===== src/sv/cccc_pkg.sv =====
`default_nettype none
// ----------------------------------------------------------------------------
// cccc_pkg
// Shared types, widths and constants for the counter clock calibrate and
// convert block.
// ----------------------------------------------------------------------------
package cccc_pkg;

  localparam int unsigned MAX_SHIFT = 32;

  localparam int FREQ_W  = 32;
  localparam int MULT_W  = 64;
  localparam int SHIFT_W = 6;
  localparam int SPAN_W  = 40;
  localparam int SECS_W  = 8;
  localparam int NS_W    = 64;

  // one second in ns, 30 significant bits
  localparam int NS_BITS = 30;
  localparam logic [NS_BITS-1:0] NS_PER_SEC = 30'd1000000000;

  localparam logic [13:0] ROUND_STEP = 14'd10000;
  localparam logic [63:0] ROUND_ADD  = 64'd9999;

  // serial multiplier and divider operand widths
  localparam int MUL_A_W = 35;
  localparam int MUL_B_W = 32;
  localparam int MUL_P_W = MUL_A_W + MUL_B_W;
  localparam int DIV_N_W = 64;
  localparam int DIV_D_W = 32;

  localparam logic [31:0] RST_MIN_FREQ = 32'd1000000;
  localparam logic [31:0] RST_MAX_FREQ = 32'd4000000000;
  localparam logic [7:0]  RST_MAX_SECS = 8'd60;

  localparam logic [1:0] REG_MIN_FREQ = 2'd0;
  localparam logic [1:0] REG_MAX_FREQ = 2'd1;
  localparam logic [1:0] REG_MAX_SECS = 2'd2;

  typedef enum logic [1:0] {
    ST_OK    = 2'd0,
    ST_RANGE = 2'd1,
    ST_UNCAL = 2'd2,
    ST_SAT   = 2'd3
  } status_t;

  typedef enum logic {
    CMD_CAL  = 1'b0,
    CMD_CONV = 1'b1
  } cmd_t;

  typedef struct packed {
    logic              done;
    logic              fit;
    logic [MULT_W-1:0] mult;
    logic [SHIFT_W-1:0] shift;
  } srch_rsp_t;

  function automatic logic in_range(input logic [31:0] f, input logic f_hi,
                                    input logic [31:0] lo, input logic [31:0] hi);
    return !f_hi && (f != 32'd0) && (f >= lo) && (f <= hi);
  endfunction

endpackage
`default_nettype wire


===== src/sv/cccc_if.sv =====
`default_nettype none
// ----------------------------------------------------------------------------
// cccc_in_if / cccc_out_if
// Valid/ready channels for command items and result items.
// ----------------------------------------------------------------------------
interface cccc_in_if;
  logic        valid;
  logic        ready;
  logic        command;
  logic [31:0] reported_freq;
  logic [31:0] counter_delta;
  logic [31:0] elapsed_ns;
  logic [63:0] ns_value;

  modport source (output valid, command, reported_freq, counter_delta,
                  elapsed_ns, ns_value, input ready);
  modport sink (input valid, command, reported_freq, counter_delta,
                elapsed_ns, ns_value, output ready);
endinterface

interface cccc_out_if;
  logic        valid;
  logic        ready;
  logic [1:0]  status;
  logic [63:0] ticks;
  logic [31:0] chosen_freq;
  logic [63:0] multiplier;
  logic [5:0]  shift_amount;
  logic [39:0] tick_limit;

  modport source (output valid, status, ticks, chosen_freq, multiplier,
                  shift_amount, tick_limit, input ready);
  modport sink (input valid, status, ticks, chosen_freq, multiplier,
                shift_amount, tick_limit, output ready);
endinterface
`default_nettype wire


===== src/sv/cccc_mul.sv =====
`default_nettype none
// ----------------------------------------------------------------------------
// cccc_mul
// Bit-serial shift-add multiplier, one multiplier bit per cycle.
// ----------------------------------------------------------------------------
module cccc_mul (
  input  wire logic                         clk,
  input  wire logic                         rst_n,
  input  wire logic                         start,
  input  wire logic [cccc_pkg::MUL_A_W-1:0] a,
  input  wire logic [cccc_pkg::MUL_B_W-1:0] b,
  output logic                              done,
  output logic [cccc_pkg::MUL_P_W-1:0]      p
);
  localparam int AW = cccc_pkg::MUL_A_W;
  localparam int BW = cccc_pkg::MUL_B_W;
  localparam int PW = cccc_pkg::MUL_P_W;
  localparam int CW = $clog2(AW);

  logic          busy_r;
  logic          done_r;
  logic [CW-1:0] cnt_r;
  logic [PW-1:0] p_r;
  logic [BW-1:0] b_r;
  logic [BW:0]   sum;

  // add multiplicand into the upper half when the low product bit is set
  assign sum = {1'b0, p_r[PW-1:AW]} + (p_r[0] ? {1'b0, b_r} : '0);

  always_ff @(posedge clk) begin
    if (!rst_n) begin
      busy_r <= 1'b0;
      done_r <= 1'b0;
      cnt_r  <= '0;
    end else begin
      done_r <= 1'b0;
      if (start) begin
        busy_r <= 1'b1;
        cnt_r  <= '0;
      end else if (busy_r) begin
        cnt_r <= cnt_r + 1'b1;
        if (cnt_r == CW'(AW - 1)) begin
          busy_r <= 1'b0;
          done_r <= 1'b1;
        end
      end
    end
  end

  always_ff @(posedge clk) begin
    if (start) begin
      p_r <= {{BW{1'b0}}, a};
      b_r <= b;
    end else if (busy_r) begin
      p_r <= {sum, p_r[AW-1:1]};
    end
  end

  assign done = done_r;
  assign p    = p_r;

endmodule
`default_nettype wire


===== src/sv/cccc_div.sv =====
`default_nettype none
// ----------------------------------------------------------------------------
// cccc_div
// Restoring radix-2 divider, one quotient bit per cycle.
// ----------------------------------------------------------------------------
module cccc_div (
  input  wire logic                         clk,
  input  wire logic                         rst_n,
  input  wire logic                         start,
  input  wire logic [cccc_pkg::DIV_N_W-1:0] n,
  input  wire logic [cccc_pkg::DIV_D_W-1:0] d,
  output logic                              done,
  output logic [cccc_pkg::DIV_N_W-1:0]      q,
  output logic [cccc_pkg::DIV_D_W-1:0]      r
);
  localparam int NW = cccc_pkg::DIV_N_W;
  localparam int DW = cccc_pkg::DIV_D_W;
  localparam int CW = $clog2(NW);

  logic          busy_r;
  logic          done_r;
  logic [CW-1:0] cnt_r;
  logic [NW-1:0] qn_r;
  logic [DW-1:0] rem_r;
  logic [DW-1:0] d_r;
  logic [DW:0]   trial;
  logic [DW:0]   diff;
  logic          ge;

  // dividend bits leave at the top of qn_r while quotient bits enter below
  assign trial = {rem_r, qn_r[NW-1]};
  assign diff  = trial - {1'b0, d_r};
  assign ge    = trial >= {1'b0, d_r};

  always_ff @(posedge clk) begin
    if (!rst_n) begin
      busy_r <= 1'b0;
      done_r <= 1'b0;
      cnt_r  <= '0;
    end else begin
      done_r <= 1'b0;
      if (start) begin
        busy_r <= 1'b1;
        cnt_r  <= '0;
      end else if (busy_r) begin
        cnt_r <= cnt_r + 1'b1;
        if (cnt_r == CW'(NW - 1)) begin
          busy_r <= 1'b0;
          done_r <= 1'b1;
        end
      end
    end
  end

  always_ff @(posedge clk) begin
    if (start) begin
      qn_r  <= n;
      rem_r <= '0;
      d_r   <= d;
    end else if (busy_r) begin
      qn_r  <= {qn_r[NW-2:0], ge};
      rem_r <= ge ? diff[DW-1:0] : trial[DW-1:0];
    end
  end

  assign done = done_r;
  assign q    = qn_r;
  assign r    = rem_r;

endmodule
`default_nettype wire


===== src/sv/cccc_search.sv =====
`default_nettype none
// ----------------------------------------------------------------------------
// cccc_search
// Long division of 1e9 * 2^sh by the frequency, one bit per cycle, with the
// product mult * span tracked alongside to find the largest fitting shift.
// ----------------------------------------------------------------------------
module cccc_search #(
  parameter int unsigned MAX_SHIFT = cccc_pkg::MAX_SHIFT
) (
  input  wire logic                        clk,
  input  wire logic                        rst_n,
  input  wire logic                        start,
  input  wire logic [cccc_pkg::FREQ_W-1:0] freq,
  input  wire logic [cccc_pkg::SPAN_W-1:0] span,
  output cccc_pkg::srch_rsp_t              rsp
);
  localparam int FW    = cccc_pkg::FREQ_W;
  localparam int MW    = cccc_pkg::MULT_W;
  localparam int SW    = cccc_pkg::SPAN_W;
  localparam int SH_W  = cccc_pkg::SHIFT_W;
  localparam int NB    = cccc_pkg::NS_BITS;
  localparam int STEPS = NB + MAX_SHIFT;
  localparam int CW    = $clog2(STEPS);

  logic          busy_r;
  logic          done_r;
  logic [CW-1:0] cnt_r;
  logic [NB-1:0] nsr_r;
  logic [MW-1:0] quot_r;
  logic [FW-1:0] rem_r;
  logic [FW-1:0] f_r;
  logic [SW-1:0] span_r;
  logic [MW-1:0] p_r;
  logic          ovf_r;
  logic          fit_r;
  logic [MW-1:0] best_mult_r;
  logic [SH_W-1:0] best_sh_r;

  logic [FW:0]   trial;
  logic [FW:0]   diff;
  logic          ge;
  logic [MW-1:0] quot_nxt;
  logic [MW+1:0] pw;
  logic          ovf_nxt;
  logic [CW-1:0] sh_w;

  assign trial    = {rem_r, nsr_r[NB-1]};
  assign diff     = trial - {1'b0, f_r};
  assign ge       = trial >= {1'b0, f_r};
  assign quot_nxt = {quot_r[MW-2:0], ge};
  // p tracks quot * span; once it leaves 64 bits it stays out
  assign pw       = {1'b0, p_r, 1'b0} + (ge ? (MW+2)'(span_r) : '0);
  assign ovf_nxt  = ovf_r | (|pw[MW+1:MW]);
  assign sh_w     = cnt_r - CW'(NB - 1);

  always_ff @(posedge clk) begin
    if (!rst_n) begin
      busy_r <= 1'b0;
      done_r <= 1'b0;
      cnt_r  <= '0;
      fit_r  <= 1'b0;
    end else begin
      done_r <= 1'b0;
      if (start) begin
        busy_r <= 1'b1;
        cnt_r  <= '0;
        fit_r  <= 1'b0;
      end else if (busy_r) begin
        cnt_r <= cnt_r + 1'b1;
        if (cnt_r >= CW'(NB) && !ovf_nxt) begin
          fit_r <= 1'b1;
        end
        if (cnt_r == CW'(STEPS - 1)) begin
          busy_r <= 1'b0;
          done_r <= 1'b1;
        end
      end
    end
  end

  always_ff @(posedge clk) begin
    if (start) begin
      nsr_r  <= cccc_pkg::NS_PER_SEC;
      quot_r <= '0;
      rem_r  <= '0;
      p_r    <= '0;
      ovf_r  <= 1'b0;
      f_r    <= freq;
      span_r <= span;
    end else if (busy_r) begin
      nsr_r  <= {nsr_r[NB-2:0], 1'b0};
      quot_r <= quot_nxt;
      rem_r  <= ge ? diff[FW-1:0] : trial[FW-1:0];
      p_r    <= pw[MW-1:0];
      ovf_r  <= ovf_nxt;
      if (cnt_r >= CW'(NB) && !ovf_nxt) begin
        best_mult_r <= quot_nxt;
        best_sh_r   <= SH_W'(sh_w);
      end
    end
  end

  assign rsp = '{done: done_r, fit: fit_r, mult: best_mult_r, shift: best_sh_r};

endmodule
`default_nettype wire


===== src/sv/counter_clock_calibrate_convert_top.sv =====
`default_nettype none
// ----------------------------------------------------------------------------
// counter_clock_calibrate_convert_top
// Counter frequency calibration and nanosecond to tick conversion.
// ----------------------------------------------------------------------------
// One item is handled at a time. The wide multiplications and divisions run
// through a bit-serial multiplier, a radix-2 divider and a shift search. A
// calibrate item takes longer when the measured frequency is adopted than
// when the reported one is kept, and is rejected at once for zero elapsed
// time or zero max_seconds. A convert item before calibration goes straight
// to its result. A new item is taken while the previous result waits in the
// output register. Configuration must be written only while idle.
// ----------------------------------------------------------------------------
module counter_clock_calibrate_convert_top #(
  parameter int unsigned MAX_SHIFT = cccc_pkg::MAX_SHIFT
) (
  input  wire logic  clk,
  input  wire logic  rst_n,
  cccc_in_if.sink    in_ch,
  cccc_out_if.source out_ch,
  input  wire logic        cfg_we,
  input  wire logic [1:0]  cfg_index,
  input  wire logic [31:0] cfg_data
);
  localparam int SH_W = cccc_pkg::SHIFT_W;
  localparam int AW   = cccc_pkg::MUL_A_W;
  localparam int BW   = cccc_pkg::MUL_B_W;
  localparam int PW   = cccc_pkg::MUL_P_W;
  localparam int NW   = cccc_pkg::DIV_N_W;
  localparam int DW   = cccc_pkg::DIV_D_W;

  typedef enum logic [3:0] {
    S_IDLE, S_CAL_MUL, S_CAL_DIV, S_CAL_CHK, S_CAL_RND, S_CAL_RNG,
    S_CAL_SPAN, S_CAL_SRCH, S_CNV_DIV, S_CNV_MUL1, S_CNV_DIV2, S_CNV_MUL2,
    S_CNV_SUM, S_DONE
  } state_t;

  state_t state_r;

  // configuration
  logic [31:0] min_r, max_r;
  logic [7:0]  secs_r;

  // calibration state
  logic        cal_r;
  logic [31:0] freq_r;
  logic [63:0] mult_r;
  logic [SH_W-1:0] shift_r;
  logic [39:0] span_r;

  // work registers
  logic [31:0] rep_r, elapsed_r;
  logic [63:0] meas_r, diff_r;
  logic [31:0] f_r;
  logic        f_hi_r;
  logic [34:0] sec_r;
  logic [31:0] part_r;
  logic [67:0] sum_r;
  cccc_pkg::status_t res_status_r;
  logic [63:0] res_ticks_r;

  // result register
  logic        out_valid_r;
  cccc_pkg::status_t out_status_r;
  logic [63:0] out_ticks_r;
  logic [31:0] out_freq_r;
  logic [63:0] out_mult_r;
  logic [SH_W-1:0] out_shift_r;
  logic [39:0] out_span_r;

  // unit hookup
  logic          mul_start, mul_done;
  logic [AW-1:0] mul_a;
  logic [BW-1:0] mul_b;
  logic [PW-1:0] mul_p;
  logic          div_start, div_done;
  logic [NW-1:0] div_n, div_q;
  logic [DW-1:0] div_d, div_r;
  logic          srch_start;
  cccc_pkg::srch_rsp_t srch_rsp;

  logic        in_fire;
  logic        cal_ok0;
  logic [35:0] diff10;
  logic        big_diff;
  logic        use_meas;
  logic        f_ok;
  logic [32:0] rprod;

  assign in_fire = in_ch.valid && in_ch.ready;
  assign cal_ok0 = (in_ch.elapsed_ns != 32'd0) && (secs_r != 8'd0);
  // |f - meas| > f/10 is the same as 10*|f - meas| > f for integers
  assign diff10 = {1'b0, diff_r[31:0], 3'b000} + {3'b000, diff_r[31:0], 1'b0};
  assign big_diff = (|diff_r[63:32]) || (diff10 > {4'b0000, rep_r});
  assign use_meas = !cccc_pkg::in_range(rep_r, 1'b0, min_r, max_r) || big_diff;
  assign f_ok = cccc_pkg::in_range(f_r, f_hi_r, min_r, max_r);
  assign rprod = 33'(div_q[18:0]) * 33'(cccc_pkg::ROUND_STEP);

  always_comb begin
    mul_start  = 1'b0;
    mul_a      = '0;
    mul_b      = '0;
    div_start  = 1'b0;
    div_n      = '0;
    div_d      = '0;
    srch_start = 1'b0;
    unique case (state_r)
      S_IDLE: begin
        if (in_fire && in_ch.command == cccc_pkg::CMD_CAL && cal_ok0) begin
          mul_start = 1'b1;
          mul_a     = AW'(in_ch.counter_delta);
          mul_b     = BW'(cccc_pkg::NS_PER_SEC);
        end
        if (in_fire && in_ch.command == cccc_pkg::CMD_CONV && cal_r) begin
          div_start = 1'b1;
          div_n     = in_ch.ns_value;
          div_d     = DW'(cccc_pkg::NS_PER_SEC);
        end
      end
      S_CAL_MUL: begin
        if (mul_done) begin
          div_start = 1'b1;
          div_n     = mul_p[NW-1:0];
          div_d     = elapsed_r;
        end
      end
      S_CAL_CHK: begin
        if (use_meas) begin
          div_start = 1'b1;
          div_n     = meas_r + cccc_pkg::ROUND_ADD;
          div_d     = DW'(cccc_pkg::ROUND_STEP);
        end
      end
      S_CAL_RNG: begin
        if (f_ok) begin
          mul_start = 1'b1;
          mul_a     = AW'(f_r);
          mul_b     = BW'(secs_r);
        end
      end
      S_CAL_SPAN: srch_start = mul_done;
      S_CNV_DIV: begin
        if (div_done) begin
          mul_start = 1'b1;
          mul_a     = AW'(div_r);
          mul_b     = freq_r;
        end
      end
      S_CNV_MUL1: begin
        if (mul_done) begin
          div_start = 1'b1;
          div_n     = mul_p[NW-1:0];
          div_d     = DW'(cccc_pkg::NS_PER_SEC);
        end
      end
      S_CNV_DIV2: begin
        if (div_done) begin
          mul_start = 1'b1;
          mul_a     = sec_r;
          mul_b     = freq_r;
        end
      end
      default: ;
    endcase
  end

  always_ff @(posedge clk) begin
    if (!rst_n) begin
      state_r     <= S_IDLE;
      min_r       <= cccc_pkg::RST_MIN_FREQ;
      max_r       <= cccc_pkg::RST_MAX_FREQ;
      secs_r      <= cccc_pkg::RST_MAX_SECS;
      cal_r       <= 1'b0;
      freq_r      <= '0;
      mult_r      <= '0;
      shift_r     <= '0;
      span_r      <= '0;
      out_valid_r <= 1'b0;
    end else begin
      if (cfg_we) begin
        unique case (cfg_index)
          cccc_pkg::REG_MIN_FREQ: min_r  <= cfg_data;
          cccc_pkg::REG_MAX_FREQ: max_r  <= cfg_data;
          cccc_pkg::REG_MAX_SECS: secs_r <= cfg_data[7:0];
          default: ;
        endcase
      end
      // in S_DONE the result register is reloaded below instead
      if (out_valid_r && out_ch.ready && state_r != S_DONE) begin
        out_valid_r <= 1'b0;
      end
      unique case (state_r)
        S_IDLE: begin
          if (in_fire) begin
            rep_r       <= in_ch.reported_freq;
            elapsed_r   <= in_ch.elapsed_ns;
            res_ticks_r <= '0;
            if (in_ch.command == cccc_pkg::CMD_CAL) begin
              if (cal_ok0) begin
                state_r <= S_CAL_MUL;
              end else begin
                res_status_r <= cccc_pkg::ST_RANGE;
                state_r      <= S_DONE;
              end
            end else if (cal_r) begin
              state_r <= S_CNV_DIV;
            end else begin
              res_status_r <= cccc_pkg::ST_UNCAL;
              state_r      <= S_DONE;
            end
          end
        end
        S_CAL_MUL: begin
          if (mul_done) state_r <= S_CAL_DIV;
        end
        S_CAL_DIV: begin
          if (div_done) begin
            meas_r  <= div_q;
            diff_r  <= (64'(rep_r) > div_q) ? 64'(rep_r) - div_q : div_q - 64'(rep_r);
            state_r <= S_CAL_CHK;
          end
        end
        S_CAL_CHK: begin
          if (use_meas) begin
            state_r <= S_CAL_RND;
          end else begin
            f_r     <= rep_r;
            f_hi_r  <= 1'b0;
            state_r <= S_CAL_RNG;
          end
        end
        S_CAL_RND: begin
          if (div_done) begin
            f_r     <= rprod[31:0];
            f_hi_r  <= (|div_q[63:19]) | rprod[32];
            state_r <= S_CAL_RNG;
          end
        end
        S_CAL_RNG: begin
          if (f_ok) begin
            state_r <= S_CAL_SPAN;
          end else begin
            res_status_r <= cccc_pkg::ST_RANGE;
            state_r      <= S_DONE;
          end
        end
        S_CAL_SPAN: begin
          if (mul_done) state_r <= S_CAL_SRCH;
        end
        S_CAL_SRCH: begin
          if (srch_rsp.done) begin
            if (srch_rsp.fit) begin
              cal_r        <= 1'b1;
              freq_r       <= f_r;
              span_r       <= mul_p[39:0];
              mult_r       <= srch_rsp.mult;
              shift_r      <= srch_rsp.shift;
              res_status_r <= cccc_pkg::ST_OK;
            end else begin
              res_status_r <= cccc_pkg::ST_RANGE;
            end
            state_r <= S_DONE;
          end
        end
        S_CNV_DIV: begin
          if (div_done) begin
            sec_r   <= div_q[34:0];
            state_r <= S_CNV_MUL1;
          end
        end
        S_CNV_MUL1: begin
          if (mul_done) state_r <= S_CNV_DIV2;
        end
        S_CNV_DIV2: begin
          if (div_done) begin
            part_r  <= div_q[31:0];
            state_r <= S_CNV_MUL2;
          end
        end
        S_CNV_MUL2: begin
          if (mul_done) begin
            sum_r   <= 68'(mul_p) + 68'(part_r);
            state_r <= S_CNV_SUM;
          end
        end
        S_CNV_SUM: begin
          if (|sum_r[67:64]) begin
            res_status_r <= cccc_pkg::ST_SAT;
            res_ticks_r  <= '1;
          end else begin
            res_status_r <= cccc_pkg::ST_OK;
            res_ticks_r  <= sum_r[63:0];
          end
          state_r <= S_DONE;
        end
        S_DONE: begin
          if (!out_valid_r || out_ch.ready) begin
            out_valid_r  <= 1'b1;
            out_status_r <= res_status_r;
            out_ticks_r  <= res_ticks_r;
            out_freq_r   <= freq_r;
            out_mult_r   <= mult_r;
            out_shift_r  <= shift_r;
            out_span_r   <= span_r;
            state_r      <= S_IDLE;
          end
        end
        default: state_r <= S_IDLE;
      endcase
    end
  end

  cccc_mul u_mul (
    .clk   (clk),
    .rst_n (rst_n),
    .start (mul_start),
    .a     (mul_a),
    .b     (mul_b),
    .done  (mul_done),
    .p     (mul_p)
  );

  cccc_div u_div (
    .clk   (clk),
    .rst_n (rst_n),
    .start (div_start),
    .n     (div_n),
    .d     (div_d),
    .done  (div_done),
    .q     (div_q),
    .r     (div_r)
  );

  cccc_search #(.MAX_SHIFT(MAX_SHIFT)) u_search (
    .clk   (clk),
    .rst_n (rst_n),
    .start (srch_start),
    .freq  (f_r),
    .span  (mul_p[39:0]),
    .rsp   (srch_rsp)
  );

  assign in_ch.ready         = (state_r == S_IDLE);
  assign out_ch.valid        = out_valid_r;
  assign out_ch.status       = out_status_r;
  assign out_ch.ticks        = out_ticks_r;
  assign out_ch.chosen_freq  = out_freq_r;
  assign out_ch.multiplier   = out_mult_r;
  assign out_ch.shift_amount = out_shift_r;
  assign out_ch.tick_limit   = out_span_r;

`ifndef ASSERT_OFF
  a_cal_freq: assert property (@(posedge clk) disable iff (!rst_n)
    cal_r |-> (freq_r != 32'd0))
    else $error("calibrated with zero frequency");

  a_cal_shift: assert property (@(posedge clk) disable iff (!rst_n)
    cal_r |-> (shift_r != '0 && shift_r <= SH_W'(MAX_SHIFT)))
    else $error("stored shift outside its range");

  a_srch_state: assert property (@(posedge clk) disable iff (!rst_n)
    srch_rsp.done |-> (state_r == S_CAL_SRCH))
    else $error("search finished outside calibration");

  a_sat_ticks: assert property (@(posedge clk) disable iff (!rst_n)
    (state_r == S_DONE && res_status_r == cccc_pkg::ST_SAT) |-> (res_ticks_r == '1))
    else $error("saturated result without all-ones ticks");
`endif

endmodule
`default_nettype wire


===== src/flat_wrapper.sv =====
// flat-port wrapper written by rule: the top's interface ports become plain ports
module counter_clock_calibrate_convert_top_flat 
#(
  parameter int unsigned MAX_SHIFT = cccc_pkg::MAX_SHIFT
)
  (clk, rst_n, cfg_we, cfg_index, cfg_data, in_ch_valid, in_ch_command, in_ch_reported_freq, in_ch_counter_delta, in_ch_elapsed_ns, in_ch_ns_value, in_ch_ready, out_ch_valid, out_ch_status, out_ch_ticks, out_ch_chosen_freq, out_ch_multiplier, out_ch_shift_amount, out_ch_tick_limit, out_ch_ready);
  cccc_in_if in_ch_i ();
  cccc_out_if out_ch_i ();
  input  wire logic clk;
  input  wire logic rst_n;
  input  wire logic cfg_we;
  input  wire logic [1:0] cfg_index;
  input  wire logic [31:0] cfg_data;
  input wire logic [$bits(in_ch_i.valid)-1:0] in_ch_valid;
  input wire logic [$bits(in_ch_i.command)-1:0] in_ch_command;
  input wire logic [$bits(in_ch_i.reported_freq)-1:0] in_ch_reported_freq;
  input wire logic [$bits(in_ch_i.counter_delta)-1:0] in_ch_counter_delta;
  input wire logic [$bits(in_ch_i.elapsed_ns)-1:0] in_ch_elapsed_ns;
  input wire logic [$bits(in_ch_i.ns_value)-1:0] in_ch_ns_value;
  output wire logic [$bits(in_ch_i.ready)-1:0] in_ch_ready;
  output wire logic [$bits(out_ch_i.valid)-1:0] out_ch_valid;
  output wire logic [$bits(out_ch_i.status)-1:0] out_ch_status;
  output wire logic [$bits(out_ch_i.ticks)-1:0] out_ch_ticks;
  output wire logic [$bits(out_ch_i.chosen_freq)-1:0] out_ch_chosen_freq;
  output wire logic [$bits(out_ch_i.multiplier)-1:0] out_ch_multiplier;
  output wire logic [$bits(out_ch_i.shift_amount)-1:0] out_ch_shift_amount;
  output wire logic [$bits(out_ch_i.tick_limit)-1:0] out_ch_tick_limit;
  input wire logic [$bits(out_ch_i.ready)-1:0] out_ch_ready;
  assign in_ch_i.valid = in_ch_valid;
  assign in_ch_i.command = in_ch_command;
  assign in_ch_i.reported_freq = in_ch_reported_freq;
  assign in_ch_i.counter_delta = in_ch_counter_delta;
  assign in_ch_i.elapsed_ns = in_ch_elapsed_ns;
  assign in_ch_i.ns_value = in_ch_ns_value;
  assign in_ch_ready = in_ch_i.ready;
  assign out_ch_valid = out_ch_i.valid;
  assign out_ch_status = out_ch_i.status;
  assign out_ch_ticks = out_ch_i.ticks;
  assign out_ch_chosen_freq = out_ch_i.chosen_freq;
  assign out_ch_multiplier = out_ch_i.multiplier;
  assign out_ch_shift_amount = out_ch_i.shift_amount;
  assign out_ch_tick_limit = out_ch_i.tick_limit;
  assign out_ch_i.ready = out_ch_ready;
  counter_clock_calibrate_convert_top #(.MAX_SHIFT(MAX_SHIFT)) u_core (.clk(clk), .rst_n(rst_n), .in_ch(in_ch_i), .out_ch(out_ch_i), .cfg_we(cfg_we), .cfg_index(cfg_index), .cfg_data(cfg_data));
endmodule

===== config.mk =====
export PLATFORM = sky130hd
export DESIGN_NAME = counter_clock_calibrate_convert_top_flat
export DESIGN_NICKNAME = d
export VERILOG_FILES = /design/src/sv/cccc_pkg.sv /design/src/sv/cccc_if.sv /design/src/sv/cccc_mul.sv /design/src/sv/cccc_div.sv /design/src/sv/cccc_search.sv /design/src/sv/counter_clock_calibrate_convert_top.sv /design/src/flat_wrapper.sv
export SDC_FILE = /design/constraint.sdc
export NUM_CORES = 2
export LEC_CHECK = 0
export BUFFER_PORTS_ARGS = -buffer_cell sky130_fd_sc_hd__buf_2
export CAP_MARGIN = 20
export CELL_PAD_IN_SITES_DETAIL_PLACEMENT = 1
export CELL_PAD_IN_SITES_GLOBAL_PLACEMENT = 2
export CORE_MARGIN = 2
export CORE_UTILIZATION = 37
export DETAILED_ROUTE_END_ITERATION = 12
export PLACE_DENSITY = 0.75
export SLEW_MARGIN = 10
export SYNTH_ARGS = -nofsm -noshare
export SYNTH_HDL_FRONTEND = slang
export SYNTH_SLANG_ARGS = --single-unit

===== constraint.sdc =====
create_clock -name clk -period 14.45 [get_ports clk]
set_clock_uncertainty 0.15 [all_clocks]
set_input_delay 4.335 -clock clk [delete_from_list [all_inputs] [get_ports clk]]
set_output_delay 4.335 -clock clk [all_outputs]
set_load 0.01 [all_outputs]

==> results by group <==
Final layout
  • Fraction of layout cells with a size suffix above 1: 0.106
  • Syn-to-layout area delta: 14.1%
  • Core Util, Final: 0.425
  • Fillers: 22,103
  • Nets: 8,320

Routing
  • Drc violations: 0
  • First drt pass iteration count: 9
  • Antenna-violating nets left: 0
  • DR iter-0 viols: 4,092
  • DR vias: 57,303
  • WL final: 264,000 um
  • Routed len/inst: 25.5 um
  • Drt via density: 5.53

Clock tree
  • Post-CTS setup repair buffer count: 0
  • Clock Tree Buf Depth: 3
  • Cts bufs inserted: 162
  • TritonCTS clock tree: done
  • Cts hold-fix bufs: 0
  • Clk pin slew, worst setup/hold paths: 0.06 ns
  • Worst-Skew Late Latency: 0.83 ns
  • # resized after CTS: 0
  • CTS root buf: clkbuf_16
  • CTS Sinks: 1,429
  • H-tree depth: 4

Floorplanning
  • Die Wd: 453 um
  • Die H: 453 um
  • FP Rows: 164
  • Top Ports: 410
  • DIE AREA: 205,000 um^2
  • Initial Util: 0.372
  • Area of the core: 200,000 um^2

STA
  • Crit share post-route: 0.549
  • Max-slew violation count: 0
  • Achievable Freq: 126 MHz
  • Tmin final: 7.93 ns
  • Worst setup margin: 6.52 ns
  • Least-Margin Pin Slew: 1.20 ns
  • Unrepaired setup endpoints after global routing: no
  • Fin Setup TNS: 0 ns
  • Endpoints failing hold: 0
  • Worst relative slew slack: 0.195
  • Setup violators final: 0

Global routing
  • Total track usage: 0.253
  • Gr ovfl total: 0
  • Initial antenna violation count: 15
  • Global-route wire length before repair: 388,000 um
  • Vias in the first global route: 58,555
  • Largest net degree at the start of global routing: 148

Logic synthesis
  • Mapped Area: 74,400 um^2
  • Synth area leaders: edfxtp_1 38%, dfxtp_1 13%, ha_1 8.5%, a21oi_1 4.2%, nand2_1 3.8%
  • EDFF count, synth: 939
  • Cell count after synthesis: 7,208
  • Syn. warnings: 0
  • Syn_nets: 7,967
  • Post-synthesis register bit count: 1,429
  • Post-synth top area share: 0.379
  • Share of flip-flops with an asynchronous set or reset: 0
  • Ys flop type: edfxtp_1
  • Synth Area per Inst: 10.3 um^2
  • Seq/Total Area, Yosys: 0.511
  • Netlist cell types: 96
  • Post-synth top area cell: edfxtp_1

Placed design
  • Post-place setup slack: 6.34 ns
  • Post-detail-place hpwl: 197,000 um
  • I/O Buffers: 409
  • RD Place Congestion: 0.935

Setup path
  • Worst Path Buf+Inv: 4
  • Crit Path Category: reg2reg
  • FF-to-FF setup slack: 6.52 ns
  • CP Max Fanout: 70
  • Worst EP required: 14.65 ns
  • Slowest cell on the critical path: o31ai_2
  • Crit path largest cell delay: 0.61 ns
  • CP delay by family, top: simple AND/OR/NAND/NOR gates
  • Crit path DAT: 8.14 ns
  • Crit end category: register
  • CP Launch Type: register

Power and ir drop
  • Maximum VDD drop: 0.000102 V
  • Leak: 33.8 nW
  • Cell Pwr Density: 162 nW/um^2

Run
  • Max_cap viols: 0

Min path
  • HP Class: reg2reg

Run status
  • Run status: finished clean
==> flip-flops by register name (all words and copies together) (netlist names), 35 cells and up <==
| name | cells |
|---|---|
| u_core.u_search.best_mult_r | 64 |
| u_core.u_search.p_r | 64 |
| u_core.u_mul.p | 67 |
| u_core.span_r | 40 |
| u_core.diff_r | 64 |
| u_core.u_search.quot_r | 63 |
| u_core.mult_r | 64 |
| u_core.u_search.span_r | 40 |
| u_core.res_ticks_r | 64 |
| u_core.u_div.q | 64 |
| u_core.sum_r | 68 |
| u_core.out_ch.ticks | 64 |
| u_core.out_ch.tick_limit | 40 |
| u_core.out_ch.multiplier | 64 |
| u_core.meas_r | 64 |
| u_core.sec_r | 35 |
==> synthesized netlist by cell type (all sizes together) (9+ instances only) <==
cell,count
o31ai,16
nor2b,49
and3,55
a22oi,65
nand2b,43
nand3,131
o21bai,41
nor3,114
and4,16
nand2,760
mux2i,162
clkbuf,262
fa,52
nand4,91
ha,507
inv,411
o211ai,54
a31oi,135
or2,19
nand3b,10
edfxtp,939
a222oi,33
o31a,9
nor3b,14
a2111oi,13
xnor2,193
nor4,63
or3,23
and2,118
xor2,179
a21oi,620
buf,54
o21ai,241
o22ai,10
a22o,12
a21o,277
a211oi,112
nor2,635
a211o,11
dfxtp,490
a21boi,10
o21a,52
==> path summary, 6_finish.rpt <==
path | from | endpoint | depth (start not counted)
worst min-delay path | u_core.res_ticks_r[36] | u_core.out_ch.ticks[36] | 0
worst max register to register | u_core.u_search.f_r[11] | u_core.u_search.best_mult_r[12] | 27
worst min register to register | u_core.res_ticks_r[36] | u_core.out_ch.ticks[36] | 0
worst max-delay path | u_core.u_search.f_r[11] | u_core.u_search.best_mult_r[12] | 27
==> area by class of cell <==
cell class | count | area (um^2) | area share
antenna | 8 | 20.0 | 0.000236
clock buffer | 225 | 4470 | 0.0526
clock inverter | 79 | 868 | 0.0102
inverter | 413 | 1570 | 0.0184
multi-input combinational | 5050 | 33800 | 0.398
sequential | 1429 | 38000 | 0.448
tap | 2656 | 3320 | 0.0391
timing repair buffer | 505 | 2850 | 0.0335
==> cells by family after synthesis <==
logic type / synth area share
xor gates and xnor gates: 0.0438
muxes: 0.0224
DFF: 0.511
AOI/OAI and AO/OA: 0.153
buffers and inverters: 0.0374
and+or+nand+nor: 0.133
adders and majority gates: 0.0992
==> routing by layer <==
layer  share of wire  track usage  up-vias
li1                -            -    26757
met2            0.47        0.423     1492
met5         0.00016            0        -
met3           0.045       0.0347      424
met4           0.054        0.123        6
met1            0.43        0.323    28624
==> through the flow <==
step	hold WS (ns)	area (um^2)	total power [mW]	std cells
final	0.265	84900	13.8	10365
after global routing	0.270	84900	14.5	10358
after CTS	0.260	84800	13.8	10353
after detailed placement	0.255	79500	9.67	10049
after global placement	0.252	79500	9.58	10048
after floorplan	0.250	74400	8.12	7208
==> power by group <==
part	internal (mW)	switching, mW
combinational	1.59	2.56
clock	2.35	1.78
sequential	4.84	0.676
==> cell usage in the layout (no fill, tap or decap), types with 107 or more instances in the layout <==
cell type,instances
clkbuf_16,165
xor2_1,179
a211oi_1,112
a31oi_1,134
dfxtp_1,488
a21oi_1,618
mux2i_1,162
ha_1,507
buf_2,409
nand3_1,130
o21ai_0,221
nor3_1,107
xnor2_1,193
edfxtp_1,939
inv_1,407
nand2_1,758
and2_1,116
a21o_1,277
nor2_1,629
Power figures use the tool's default switching activity.
